<file path="config.mk">
export PLATFORM = sky130hd
export DESIGN_NAME = inertial_glide_decay_flat
export DESIGN_NICKNAME = d
export VERILOG_FILES = /design/src/design/igd_pkg.sv /design/src/design/igd_if.sv /design/src/design/inertial_glide_decay.sv /design/src/design/igd_datapath.sv /design/src/flat_wrapper.sv
export SDC_FILE = /design/constraint.sdc
export NUM_CORES = 2
export LEC_CHECK = 0
export BUFFER_PORTS_ARGS = -buffer_cell sky130_fd_sc_hd__buf_2
export CAP_MARGIN = 20
export CORE_MARGIN = 4
export CORE_UTILIZATION = 30
export DETAILED_ROUTE_END_ITERATION = 8
export SETUP_SLACK_MARGIN = 0.5
export SLEW_MARGIN = 30
export SYNTH_ARGS = -nofsm -noshare
export SYNTH_HDL_FRONTEND = slang
export SYNTH_SLANG_ARGS = --single-unit
</file>
<file path="constraint.sdc">
create_clock -name clk -period 10.3 [get_ports clk]
set_clock_uncertainty 0.1 [all_clocks]
set_input_delay 2.06 -clock clk [delete_from_list [all_inputs] [get_ports clk]]
set_output_delay 2.06 -clock clk [all_outputs]
set_load 0.01 [all_outputs]
</file>
<file path="src/design/igd_pkg.sv">
`timescale 1ns / 1ps

package igd_pkg;

  localparam int FRAC_BITS_DEF = 16;

  localparam int OPC_W     = 3;
  localparam int DIR_W     = 2;
  localparam int SPEED_W   = 24;
  localparam int SUS_W     = 16;
  localparam int DELTA_W   = 8;
  localparam int MOVE_W    = 8;
  localparam int ERR_W     = 40;
  localparam int CFG_W     = 16;
  localparam int CFG_IDX_W = 1;
  localparam int P_W       = 17;
  localparam int STEP_W    = 4;
  localparam int BIT_IDX_W = 3;

  localparam logic [CFG_W-1:0] DECAY_RST = 16'd64880;
  localparam logic [CFG_W-1:0] EPS_RST   = 16'd655;

  // Operation codes of an input transaction
  typedef enum logic [OPC_W-1:0] {
    OPC_TICK    = 3'd0,
    OPC_SET_DIR = 3'd1,
    OPC_LOAD_SS = 3'd2,
    OPC_LOAD_S  = 3'd3,
    OPC_STOP    = 3'd4
  } opc_t;

  typedef enum logic [CFG_IDX_W-1:0] {
    CFG_DECAY = 1'b0,
    CFG_EPS   = 1'b1
  } cfg_idx_t;

  // Datapath micro-operations
  typedef enum logic [3:0] {
    DP_NOP   = 4'd0,
    DP_MUL   = 4'd1,
    DP_ACC   = 4'd2,
    DP_ROUND = 4'd3,
    DP_SUBTR = 4'd4,
    DP_SUS   = 4'd5,
    DP_PINIT = 4'd6,
    DP_SQ    = 4'd7,
    DP_MULD  = 4'd8,
    DP_NEXT  = 4'd9,
    DP_MAG   = 4'd10,
    DP_SNAP  = 4'd11
  } dp_op_t;

  // Jump conditions
  typedef enum logic [1:0] {
    CND_NONE     = 2'd0,
    CND_SUS_ZERO = 2'd1,
    CND_BIT_CLR  = 2'd2,
    CND_IDX_NZ   = 2'd3
  } cond_t;

  typedef struct packed {
    dp_op_t              op;
    cond_t               cond;
    logic [STEP_W-1:0]   target;
    logic                last;
  } ctrl_word_t;

  typedef struct packed {
    logic   take;
    dp_op_t op;
  } dp_ctrl_t;

  typedef struct packed {
    logic sus_zero;
    logic bit_set;
    logic idx_nz;
    logic stopped;
  } dp_status_t;

  localparam logic [STEP_W-1:0] UA_DECAY = 4'd5;
  localparam logic [STEP_W-1:0] UA_SQ    = 4'd6;
  localparam logic [STEP_W-1:0] UA_NEXT  = 4'd8;
  localparam logic [STEP_W-1:0] UA_LAST  = 4'd10;

  // Glide tick program
  function automatic ctrl_word_t ucode_rom(input logic [STEP_W-1:0] step);
    ctrl_word_t cw;
    cw = '{op: DP_NOP, cond: CND_NONE, target: '0, last: 1'b1};
    unique case (step)
      4'd0:  cw = '{op: DP_MUL,   cond: CND_NONE,     target: '0,       last: 1'b0};
      4'd1:  cw = '{op: DP_ACC,   cond: CND_NONE,     target: '0,       last: 1'b0};
      4'd2:  cw = '{op: DP_ROUND, cond: CND_NONE,     target: '0,       last: 1'b0};
      4'd3:  cw = '{op: DP_SUBTR, cond: CND_SUS_ZERO, target: UA_DECAY, last: 1'b0};
      4'd4:  cw = '{op: DP_SUS,   cond: CND_NONE,     target: '0,       last: 1'b1};
      4'd5:  cw = '{op: DP_PINIT, cond: CND_NONE,     target: '0,       last: 1'b0};
      4'd6:  cw = '{op: DP_SQ,    cond: CND_BIT_CLR,  target: UA_NEXT,  last: 1'b0};
      4'd7:  cw = '{op: DP_MULD,  cond: CND_NONE,     target: '0,       last: 1'b0};
      4'd8:  cw = '{op: DP_NEXT,  cond: CND_IDX_NZ,   target: UA_SQ,    last: 1'b0};
      4'd9:  cw = '{op: DP_MAG,   cond: CND_NONE,     target: '0,       last: 1'b0};
      4'd10: cw = '{op: DP_SNAP,  cond: CND_NONE,     target: '0,       last: 1'b1};
      default: cw = '{op: DP_NOP, cond: CND_NONE,     target: '0,       last: 1'b1};
    endcase
    return cw;
  endfunction

endpackage

</file>
<file path="src/design/igd_if.sv">
`timescale 1ns / 1ps

interface igd_in_if;
  import igd_pkg::*;
  logic                      valid;
  logic                      ready;
  logic [OPC_W-1:0]          operation;
  logic signed [DIR_W-1:0]   direction;
  logic signed [SPEED_W-1:0] speed_in;
  logic [SUS_W-1:0]          sustain_in;
  logic [DELTA_W-1:0]        delta_ms;

  modport source (output valid, operation, direction, speed_in, sustain_in, delta_ms,
                  input ready);
  modport sink   (input valid, operation, direction, speed_in, sustain_in, delta_ms,
                  output ready);
endinterface

interface igd_out_if;
  import igd_pkg::*;
  logic                     valid;
  logic                     ready;
  logic signed [MOVE_W-1:0] movement;
  logic                     just_stopped;

  modport source (output valid, movement, just_stopped, input ready);
  modport sink   (input valid, movement, just_stopped, output ready);
endinterface

</file>
<file path="src/design/inertial_glide_decay.sv">
`timescale 1ns / 1ps

// Inertial glide for pointer or scroll motion.
// in_if carries one command per transaction: glide tick, set direction, load speed and
// sustain, load speed, or stop. Only a glide tick returns a transaction on out_if
// (movement and just_stopped); the other commands update state in the accepting cycle.
// cfg_we/cfg_index/cfg_wdata write the decay factor (index 0) and the snap threshold
// (index 1); write them only while no tick is in flight.
// A tick is run by a small microcode program on one shared datapath. While sustain time
// remains the tick ends by spending sustain; otherwise it raises the decay factor to the
// power delta_ms in eight square-and-multiply rounds, with a multiply step only for each
// set bit of delta_ms, and scales the speed. in_if.ready is low while a tick runs.
// The result sits in an output register, so the next command is accepted while it waits.
// If a second tick finishes while the first result is still not taken, the program holds
// at its final step until out_if.ready frees the register.
// Reset clears speed, sustain, error and direction and reloads both configuration
// registers with their defaults; no result is pending afterwards.
module inertial_glide_decay #(
  parameter int FRAC_BITS = igd_pkg::FRAC_BITS_DEF
) (
  input  logic                            clk,
  input  logic                            rst_n,
  igd_in_if.sink                          in_if,
  igd_out_if.source                       out_if,
  input  logic                            cfg_we,
  input  logic [igd_pkg::CFG_IDX_W-1:0]   cfg_index,
  input  logic [igd_pkg::CFG_W-1:0]       cfg_wdata
);
  import igd_pkg::*;

  typedef enum logic [1:0] {
    ST_IDLE = 2'b01,
    ST_RUN  = 2'b10
  } state_t;

  state_t              state_r, state_nxt;
  logic [STEP_W-1:0]   step_r, step_nxt;
  logic [CFG_W-1:0]    decay_r, eps_r;
  logic                out_valid_r, out_valid_nxt;
  logic signed [MOVE_W-1:0] movement_r;
  logic                stopped_r;

  ctrl_word_t  cw;
  dp_ctrl_t    dp_ctrl;
  dp_status_t  dp_stat;
  logic signed [MOVE_W-1:0] dp_move;
  logic        in_take, out_take, slot_busy, exec, jump, finish;

  assign in_if.ready = (state_r == ST_IDLE);
  assign in_take     = in_if.valid && in_if.ready;
  assign out_take    = out_if.valid && out_if.ready;
  assign slot_busy   = out_valid_r && !out_if.ready;

  assign cw = ucode_rom(step_r);

  // hold the final step while the previous result still waits
  assign exec   = (state_r == ST_RUN) && !(cw.last && slot_busy);
  assign finish = exec && cw.last;

  always_comb begin
    unique case (cw.cond)
      CND_NONE:     jump = 1'b0;
      CND_SUS_ZERO: jump = dp_stat.sus_zero;
      CND_BIT_CLR:  jump = !dp_stat.bit_set;
      CND_IDX_NZ:   jump = dp_stat.idx_nz;
      default:      jump = 1'b0;
    endcase
  end

  always_comb begin
    state_nxt     = state_r;
    step_nxt      = step_r;
    out_valid_nxt = out_valid_r && !out_take;
    unique case (state_r)
      ST_IDLE: begin
        if (in_take && in_if.operation == OPC_TICK) begin
          state_nxt = ST_RUN;
          step_nxt  = '0;
        end
      end
      ST_RUN: begin
        if (finish) begin
          state_nxt     = ST_IDLE;
          out_valid_nxt = 1'b1;
        end else if (exec) begin
          step_nxt = jump ? cw.target : step_r + 1'b1;
        end
      end
      default: state_nxt = ST_IDLE;
    endcase
  end

  assign dp_ctrl.take = in_take;
  assign dp_ctrl.op   = exec ? cw.op : DP_NOP;

  always_ff @(posedge clk) begin
    if (!rst_n) begin
      state_r     <= ST_IDLE;
      step_r      <= '0;
      out_valid_r <= 1'b0;
      decay_r     <= DECAY_RST;
      eps_r       <= EPS_RST;
    end else begin
      state_r     <= state_nxt;
      step_r      <= step_nxt;
      out_valid_r <= out_valid_nxt;
      if (cfg_we) begin
        unique case (cfg_index)
          CFG_DECAY: decay_r <= cfg_wdata;
          CFG_EPS:   eps_r   <= cfg_wdata;
          default: ;
        endcase
      end
    end
  end

  always_ff @(posedge clk) begin
    if (finish) begin
      movement_r <= dp_move;
      stopped_r  <= dp_stat.stopped;
    end
  end

  igd_datapath #(
    .FRAC_BITS (FRAC_BITS)
  ) u_dp (
    .clk        (clk),
    .rst_n      (rst_n),
    .ctrl       (dp_ctrl),
    .operation  (in_if.operation),
    .direction  (in_if.direction),
    .speed_in   (in_if.speed_in),
    .sustain_in (in_if.sustain_in),
    .delta_ms   (in_if.delta_ms),
    .decay      (decay_r),
    .epsilon    (eps_r),
    .status     (dp_stat),
    .movement   (dp_move)
  );

  assign out_if.valid        = out_valid_r;
  assign out_if.movement     = movement_r;
  assign out_if.just_stopped = stopped_r;

  a_step_range: assert property (@(posedge clk) disable iff (!rst_n)
    (state_r == ST_RUN) |-> (step_r <= UA_LAST))
    else $error("microcode step beyond program");

  a_tick_starts: assert property (@(posedge clk) disable iff (!rst_n)
    (in_take && in_if.operation == OPC_TICK) |=> (state_r == ST_RUN && step_r == '0))
    else $error("accepted tick did not start the program");

  a_result_from_run: assert property (@(posedge clk) disable iff (!rst_n)
    $rose(out_valid_r) |-> $past(state_r == ST_RUN && cw.last))
    else $error("result raised outside the final step");

  a_no_overwrite: assert property (@(posedge clk) disable iff (!rst_n)
    (out_valid_r && !out_if.ready) |=> $stable(movement_r) && $stable(stopped_r))
    else $error("pending result overwritten");

endmodule

</file>
<file path="src/design/igd_datapath.sv">
`timescale 1ns / 1ps

module igd_datapath #(
  parameter int FRAC_BITS = igd_pkg::FRAC_BITS_DEF
) (
  input  logic                               clk,
  input  logic                               rst_n,
  input  igd_pkg::dp_ctrl_t                  ctrl,
  input  logic [igd_pkg::OPC_W-1:0]          operation,
  input  logic signed [igd_pkg::DIR_W-1:0]   direction,
  input  logic signed [igd_pkg::SPEED_W-1:0] speed_in,
  input  logic [igd_pkg::SUS_W-1:0]          sustain_in,
  input  logic [igd_pkg::DELTA_W-1:0]        delta_ms,
  input  logic [igd_pkg::CFG_W-1:0]          decay,
  input  logic [igd_pkg::CFG_W-1:0]          epsilon,
  output igd_pkg::dp_status_t                status,
  output logic signed [igd_pkg::MOVE_W-1:0]  movement
);
  import igd_pkg::*;

  localparam int PROD_W = SPEED_W + DELTA_W + 1;
  localparam int MV_W   = DIR_W + MOVE_W;
  localparam logic signed [ERR_W:0]   RND_ADD = (ERR_W+1)'((64'd1 << FRAC_BITS) - 64'd1);
  localparam logic signed [ERR_W-1:0] ERR_MAX = {1'b0, {(ERR_W-1){1'b1}}};
  localparam logic signed [ERR_W-1:0] ERR_MIN = {1'b1, {(ERR_W-1){1'b0}}};
  localparam logic [P_W-1:0]          P_ONE   = 17'h10000;

  // architectural state
  logic signed [SPEED_W-1:0] speed_r, speed_nxt;
  logic [SUS_W-1:0]          sus_r, sus_nxt;
  logic signed [ERR_W-1:0]   err_r, err_nxt;
  logic signed [DIR_W-1:0]   dir_r, dir_nxt;
  // working registers
  logic [DELTA_W-1:0]        delta_r, delta_nxt;
  logic signed [PROD_W-1:0]  prod_r, prod_nxt;
  logic signed [MOVE_W-1:0]  dist_r, dist_nxt;
  logic signed [MOVE_W-1:0]  mv_r, mv_nxt;
  logic [P_W-1:0]            p_r, p_nxt;
  logic [BIT_IDX_W-1:0]      idx_r, idx_nxt;
  logic [SPEED_W-1:0]        mag_r, mag_nxt;
  logic                      moving_r, moving_nxt;

  logic signed [ERR_W:0]     err_ext, acc_sum, rnd_sum, quot;
  logic signed [ERR_W-1:0]   dist_ext;
  logic signed [MV_W-1:0]    mv_full;
  logic [2*P_W-1:0]          sq_full;
  logic [P_W+CFG_W-1:0]      pd_full;
  logic [SPEED_W-1:0]        spd_abs, snap_mag;
  logic [SPEED_W+P_W-1:0]    mag_full;
  logic [SUS_W-1:0]          sus_spend;

  always_comb begin
    speed_nxt  = speed_r;
    sus_nxt    = sus_r;
    err_nxt    = err_r;
    dir_nxt    = dir_r;
    delta_nxt  = delta_r;
    prod_nxt   = prod_r;
    dist_nxt   = dist_r;
    mv_nxt     = mv_r;
    p_nxt      = p_r;
    idx_nxt    = idx_r;
    mag_nxt    = mag_r;
    moving_nxt = moving_r;

    err_ext  = {err_r[ERR_W-1], err_r};
    acc_sum  = err_ext + {{(ERR_W+1-PROD_W){prod_r[PROD_W-1]}}, prod_r};
    rnd_sum  = (!err_r[ERR_W-1] && err_r != '0) ? err_ext + RND_ADD : err_ext;
    quot     = rnd_sum >>> FRAC_BITS;
    dist_ext = {{(ERR_W-MOVE_W){dist_r[MOVE_W-1]}}, dist_r};
    mv_full  = dir_r * dist_r;
    sq_full  = p_r * p_r + (2*P_W)'(16'h8000);
    pd_full  = p_r * decay + (P_W+CFG_W)'(16'h8000);
    spd_abs  = speed_r[SPEED_W-1] ? (~speed_r + 1'b1) : speed_r;
    mag_full = spd_abs * p_r + (SPEED_W+P_W)'(16'h8000);
    snap_mag = (mag_r < {{(SPEED_W-CFG_W){1'b0}}, epsilon}) ? '0 : mag_r;
    sus_spend = (sus_r < {{(SUS_W-DELTA_W){1'b0}}, delta_r}) ? sus_r
                                                             : {{(SUS_W-DELTA_W){1'b0}}, delta_r};

    if (ctrl.take) begin
      unique case (operation)
        OPC_TICK:    delta_nxt = delta_ms;
        OPC_SET_DIR: begin
          if (direction != dir_r) begin
            speed_nxt = '0;
            sus_nxt   = '0;
            err_nxt   = '0;
          end
          dir_nxt = direction;
        end
        OPC_LOAD_SS: begin
          speed_nxt = speed_in;
          sus_nxt   = sustain_in;
        end
        OPC_LOAD_S:  speed_nxt = speed_in;
        OPC_STOP: begin
          speed_nxt = '0;
          sus_nxt   = '0;
          err_nxt   = '0;
        end
        default: ;
      endcase
    end else begin
      unique case (ctrl.op)
        DP_MUL: begin
          prod_nxt   = speed_r * $signed({1'b0, delta_r});
          moving_nxt = (speed_r != '0);
        end
        DP_ACC: begin
          // saturate the error on overflow
          if (acc_sum[ERR_W] != acc_sum[ERR_W-1]) begin
            err_nxt = acc_sum[ERR_W] ? ERR_MIN : ERR_MAX;
          end else begin
            err_nxt = acc_sum[ERR_W-1:0];
          end
        end
        DP_ROUND: begin
          if (quot > (ERR_W+1)'(127)) begin
            dist_nxt = 8'sd127;
          end else if (quot < -(ERR_W+1)'(128)) begin
            dist_nxt = -8'sd128;
          end else begin
            dist_nxt = quot[MOVE_W-1:0];
          end
        end
        DP_SUBTR: begin
          err_nxt = err_r - (dist_ext <<< FRAC_BITS);
          if (mv_full > MV_W'(127)) begin
            mv_nxt = 8'sd127;
          end else if (mv_full < -MV_W'(128)) begin
            mv_nxt = -8'sd128;
          end else begin
            mv_nxt = mv_full[MOVE_W-1:0];
          end
        end
        DP_SUS:   sus_nxt = sus_r - sus_spend;
        DP_PINIT: begin
          p_nxt   = P_ONE;
          idx_nxt = '1;
        end
        DP_SQ:    p_nxt = sq_full[P_W+15:16];
        DP_MULD:  p_nxt = pd_full[P_W+15:16];
        DP_NEXT:  idx_nxt = idx_r - 1'b1;
        DP_MAG:   mag_nxt = mag_full[SPEED_W+15:16];
        DP_SNAP:  speed_nxt = speed_r[SPEED_W-1] ? (~snap_mag + 1'b1) : snap_mag;
        DP_NOP:   ;
        default:  ;
      endcase
    end
  end

  always_ff @(posedge clk) begin
    if (!rst_n) begin
      speed_r <= '0;
      sus_r   <= '0;
      err_r   <= '0;
      dir_r   <= '0;
    end else begin
      speed_r <= speed_nxt;
      sus_r   <= sus_nxt;
      err_r   <= err_nxt;
      dir_r   <= dir_nxt;
    end
  end

  always_ff @(posedge clk) begin
    delta_r  <= delta_nxt;
    prod_r   <= prod_nxt;
    dist_r   <= dist_nxt;
    mv_r     <= mv_nxt;
    p_r      <= p_nxt;
    idx_r    <= idx_nxt;
    mag_r    <= mag_nxt;
    moving_r <= moving_nxt;
  end

  assign status.sus_zero = (sus_r == '0);
  assign status.bit_set  = delta_r[idx_r];
  assign status.idx_nz   = (idx_r != '0);
  assign status.stopped  = moving_r && (speed_nxt == '0);
  assign movement        = mv_r;

endmodule
</file>
<file path="src/flat_wrapper.sv">
// flat-port wrapper written by rule: the top's interface ports become plain ports
module inertial_glide_decay_flat import igd_pkg::*;
#(
  parameter int FRAC_BITS = igd_pkg::FRAC_BITS_DEF
)
  (clk, rst_n, cfg_we, cfg_index, cfg_wdata, in_if_valid, in_if_operation, in_if_direction, in_if_speed_in, in_if_sustain_in, in_if_delta_ms, in_if_ready, out_if_valid, out_if_movement, out_if_just_stopped, out_if_ready);
  igd_in_if in_if_i ();
  igd_out_if out_if_i ();
  input  logic clk;
  input  logic rst_n;
  input  logic cfg_we;
  input  logic [igd_pkg::CFG_IDX_W-1:0] cfg_index;
  input  logic [igd_pkg::CFG_W-1:0] cfg_wdata;
  input wire logic [$bits(in_if_i.valid)-1:0] in_if_valid;
  input wire logic [$bits(in_if_i.operation)-1:0] in_if_operation;
  input wire logic [$bits(in_if_i.direction)-1:0] in_if_direction;
  input wire logic [$bits(in_if_i.speed_in)-1:0] in_if_speed_in;
  input wire logic [$bits(in_if_i.sustain_in)-1:0] in_if_sustain_in;
  input wire logic [$bits(in_if_i.delta_ms)-1:0] in_if_delta_ms;
  output wire logic [$bits(in_if_i.ready)-1:0] in_if_ready;
  output wire logic [$bits(out_if_i.valid)-1:0] out_if_valid;
  output wire logic [$bits(out_if_i.movement)-1:0] out_if_movement;
  output wire logic [$bits(out_if_i.just_stopped)-1:0] out_if_just_stopped;
  input wire logic [$bits(out_if_i.ready)-1:0] out_if_ready;
  assign in_if_i.valid = in_if_valid;
  assign in_if_i.operation = in_if_operation;
  assign in_if_i.direction = in_if_direction;
  assign in_if_i.speed_in = in_if_speed_in;
  assign in_if_i.sustain_in = in_if_sustain_in;
  assign in_if_i.delta_ms = in_if_delta_ms;
  assign in_if_ready = in_if_i.ready;
  assign out_if_valid = out_if_i.valid;
  assign out_if_movement = out_if_i.movement;
  assign out_if_just_stopped = out_if_i.just_stopped;
  assign out_if_i.ready = out_if_ready;
  inertial_glide_decay #(.FRAC_BITS(FRAC_BITS)) u_core (.clk(clk), .rst_n(rst_n), .in_if(in_if_i), .out_if(out_if_i), .cfg_we(cfg_we), .cfg_index(cfg_index), .cfg_wdata(cfg_wdata));
endmodule
</file>
==> results.sh <==
export IMPL_ctsHtreeMaxLevel=2
export IMPL_cp_arrival_ns=9.43
export IMPL_grt_overflow=0
export IMPL_worst_pin_slew_ns=1.085
export IMPL_preCtsSetupSlack_ns=0.8667
export IMPL_grt_pass1_wl_mm=230.0
export IMPL_dr_total_vias=39280
export IMPL_yosysSeqAreaShare_pct=11.60
export IMPL_ys_warnings_count=0
export IMPL_final_hold_viol_count=0
export IMPL_relSlewSlack_pct=27.70
export IMPL_max_freq_mhz=108.5
export IMPL_yosysUniqueCellTypes=72
export IMPL_finalSetupTns_ns=0
export IMPL_finalMaxSlewViolations=0
export IMPL_antenna_found_initial=13
export IMPL_cts_root_buf="clkbuf_16"
export IMPL_p_sw_share_pct=46.53
export IMPL_start_kind="flip-flop"
export IMPL_nets=7302
export IMPL_syn_inst=5885
export IMPL_grt_util_met3_pct=1.531
export IMPL_dp_hpwl_mm=112.3
export IMPL_synthArstFlopShare_pct=0
export IMPL_clk_pin_slew_ns=0.06
export IMPL_core_region_area_um2=169800
export IMPL_synth_ff_type="dfxtp_1"
export IMPL_wire_per_inst_um=17.54
export IMPL_finalCritPeriodShare_pct=89.46
export IMPL_fin_crit_ns=9.215
export IMPL_drt_iter0_drc=2208
export IMPL_cts_buffers=35
export IMPL_pwr_share_seq_pct=13.3
export IMPL_clkLatencyLatePin_ns=0.58
export IMPL_drt_pass1_iterations=6
export IMPL_power_leakage_nw=27.67
export IMPL_cts_tree="done"
export IMPL_drive_gt1_share_pct=4.503
export IMPL_port_buffers=85
export IMPL_use_met2_pct=28.49
export IMPL_p_sw_w=0.004084
export IMPL_synth_fp_nets=7372
export IMPL_ios=86
export IMPL_grt_max_degree=56
export IMPL_holdCritStartpoint="u_core.eps_r[14]"
export IMPL_ys_seq_elements=242
export IMPL_r2r_end="u_core.u_dp.mag_r[20]"
export IMPL_required_ns=10.52
export IMPL_grtUsageTotal_pct=16.04
export IMPL_intPower_w=0.004693
export IMPL_rows=151
export IMPL_r2r_start="u_core.u_dp.speed_r[4]"
export IMPL_path_max_fanout=15
export IMPL_drc_errors=0
export IMPL_nFillCells=17610
export IMPL_ant_nets=0
export IMPL_wl_mm=141.4
export IMPL_clkPwrFrac_pct=14.7
export IMPL_grt_pass1_vias=42010
export IMPL_path_class="reg -> reg"
export IMPL_die_w_um=421.8
export IMPL_setup_viol=0
export IMPL_ir_worst_vdd_mv=0.4555
export IMPL_hp_class="reg -> reg"
export IMPL_r2r_cells=27
export IMPL_synth_edf_count=111
export IMPL_outcome="finished clean"
export IMPL_cts_buffer_depth=3
export IMPL_synth_area_um2=51360
export IMPL_die_h_um=421.8
export IMPL_routed_via_density=4.873
export IMPL_globalRouteMet1Util_pct=19.84
export IMPL_initial_core_util_pct=30.24
export IMPL_power_density_nw_per_um2=158.2
export IMPL_clock_sinks=242
export IMPL_synth_avg_cell_area_um2=8.727
export IMPL_power_share_combinational_pct=72.0
export IMPL_grt_busiest_layer="met2"
export IMPL_min_to="u_core.eps_r[14]"
export IMPL_dieArea_um2=177900
export IMPL_rsz0062_at_grt="no"
export IMPL_max_cap_viol_count=0
export IMPL_gp_congestion=0.8996
export IMPL_min_delay_path_depth=2
export IMPL_endpoint_kind="flip-flop"
export IMPL_r2r_slack_ns=1.09
export IMPL_syn_to_final_growth_pct=7.985
export IMPL_worst_slack_ns=1.085
[sequential cells by signal, indices dropped and copies added (netlist names)]
name                        flops
u_core.u_dp.err_r              40
u_core.u_dp.prod_r             33
u_core.u_dp.mag_r              24
u_core.u_dp.speed_r            24
u_core.u_dp.p_r                17
u_core.decay_r                 16
u_core.eps_r                   16
u_core.u_dp.sus_r              16
u_core.cw                      10
u_core.out_if.movement          8
u_core.u_dp.delta_r             8
u_core.u_dp.dist_r              8
u_core.u_dp.movement            8
u_core.step_r                   4
u_core.u_dp.idx_r               3
u_core.state_r                  2
u_core.u_dp.dir_r               2
u_core.out_if.just_stopped      1
u_core.out_if.valid             1
u_core.u_dp.moving_r            1
[worst max-delay path by stage]
stage	start	to	slack [ns]	depth (start not counted)
floorplan	u_core.u_dp.speed_r[5]	u_core.u_dp.mag_r[20]	1.95	29
global placement	u_core.u_dp.speed_r[4]	u_core.u_dp.mag_r[20]	1.00	27
detailed placement	u_core.u_dp.speed_r[4]	u_core.u_dp.mag_r[20]	0.87	28
CTS	u_core.u_dp.speed_r[4]	u_core.u_dp.mag_r[20]	0.82	28
global route	u_core.u_dp.speed_r[4]	u_core.u_dp.mag_r[20]	0.59	27
finish	u_core.u_dp.speed_r[4]	u_core.u_dp.mag_r[20]	1.09	27
[cell type report]
| type | instances | area, µm² | share of cell area (%) |
|---|---|---|---|
| Antenna cell | 3 | 7.507 | 0.01354 |
| Clock buffer | 45 | 997.2 | 1.798 |
| Clock inverter | 17 | 196.4 | 0.3542 |
| Inverter | 1218 | 4573 | 8.246 |
| Multi-Input combinational cell | 4157 | 39940 | 72.01 |
| Sequential cell | 242 | 5957 | 10.74 |
| Tap cell | 2218 | 2775 | 5.004 |
| Timing Repair Buffer | 161 | 1020 | 1.839 |
[power by group through the flow]
stage / Sequential, W / Clock [W] / Combinational, W
6_report: 0.00117 / 0.00129 / 0.00632
5_1_grt: 0.00117 / 0.00136 / 0.00727
4_1_cts: 0.00116 / 0.00133 / 0.00635
3_5_place_dp: 0.00118 / 0 / 0.00629
3_3_place_gp: 0.00118 / 0 / 0.00613
2_1_floorplan: 0.00115 / 0 / 0.00488
[layout by cell type (no fill, tap or decap), types with 22 or more instances in the layout]
cell / instances
o31ai_1: 27
nand2b_1: 37
inv_1: 1212
xor2_1: 86
nand3_1: 69
nor2_1: 231
buf_2: 85
ha_1: 529
xnor2_1: 137
and2_1: 459
nor2b_1: 34
a31oi_1: 34
o21a_1: 30
o22ai_1: 22
o21ai_0: 158
nor3_1: 49
dfxtp_1: 130
and3_1: 22
nand4_1: 30
a21oi_1: 218
o211ai_1: 23
fa_1: 883
nor4_1: 25
a21o_1: 71
nand2_1: 706
buf_4: 74
edfxtp_1: 111
a211oi_1: 32
clkbuf_16: 38
[worst max-delay path, stage by stage, from the launching register on]
cell	delay, ns
dfxtp_1	0.49
or4_4	0.58
or4_1	0.55
or4_1	0.56
or4_4	0.54
o41ai_4	0.32
xnor2_2	0.30
and2_1	0.29
fa_1	0.50
inv_1	0.05
fa_1	0.51
fa_1	0.52
inv_1	0.06
fa_1	0.47
fa_1	0.52
inv_1	0.05
fa_1	0.47
inv_1	0.04
ha_1	0.33
and4_1	0.23
and2_1	0.14
a22o_1	0.19
o21bai_1	0.21
nand3_1	0.15
a31oi_1	0.32
o21ai_0	0.18
a21oi_1	0.20
xnor2_1	0.08
[Yosys cell counts (all sizes together), types with 22 or more instances]
library cell | number | area share [%]
nand2 | 706 | 5.2
o21a | 30 | 0.44
nand3 | 69 | 0.67
fa | 883 | 34
inv | 1214 | 8.9
dfxtp | 131 | 5.1
o211ai | 23 | 0.34
a21o | 71 | 1.0
nor3 | 51 | 0.50
o31ai | 27 | 0.39
xnor2 | 144 | 2.5
nand2b | 37 | 0.45
nor2 | 235 | 1.7
nand4 | 30 | 0.37
o21ai | 163 | 1.6
a31oi | 34 | 0.41
nor4 | 26 | 0.32
edfxtp | 111 | 6.5
and2 | 459 | 5.6
a21oi | 219 | 2.1
and3 | 22 | 0.27
o22ai | 22 | 0.27
ha | 529 | 13
xor2 | 86 | 1.5
a211oi | 32 | 0.47
nor2b | 35 | 0.43
clkbuf | 257 | 1.9
[routing by layer]
layer	part of all wire, %	wire [µm]
met5	0.019	27
met4	4.7	6621
met3	4.1	5849
met2	50	70500
met1	41	58360
[logic make-up (layout without fill, tap and decap cells)]
| group | count (synthesis) | in the layout | synth area share, % |
|---|---|---|---|
| XOR/XNOR | 230 | 230 | 3.922 |
| buffers and inverters | 1486 | 1441 | 10.88 |
| adder cells (fa/ha/maj) | 1412 | 1412 | 47.30 |
| AO/OA/AOI/OAI | 768 | 768 | 9.574 |
| multiplexers | 17 | 17 | 0.3849 |
| AND/OR/NAND/NOR | 1730 | 1730 | 16.33 |
| other | 0 | 3 | 0 |
| flip-flops | 242 | 242 | 11.60 |
[stage by stage]
stage	total power (W)	cell area, µm²	hold WS (ns)	utilization (%)	std cells
after floorplan	0.006032	51360	0.3003	-	5885
after global placement	0.007311	54160	0.3466	31.89	7993
after detailed placement	0.007475	54190	0.3481	31.90	7994
after CTS	0.008842	55380	0.3555	32.61	8056
after global routing	0.009804	55460	0.3767	32.65	8061
final	0.008776	55460	0.3555	32.65	8061
[what timing repair did]
action                     4_1_cts  5_1_grt
hold buffers                     0        0
buffers inserted                 0        0
resized for setup                0        2
setup endpoints to repair        0        1
Power figures use the tool's default switching activity.
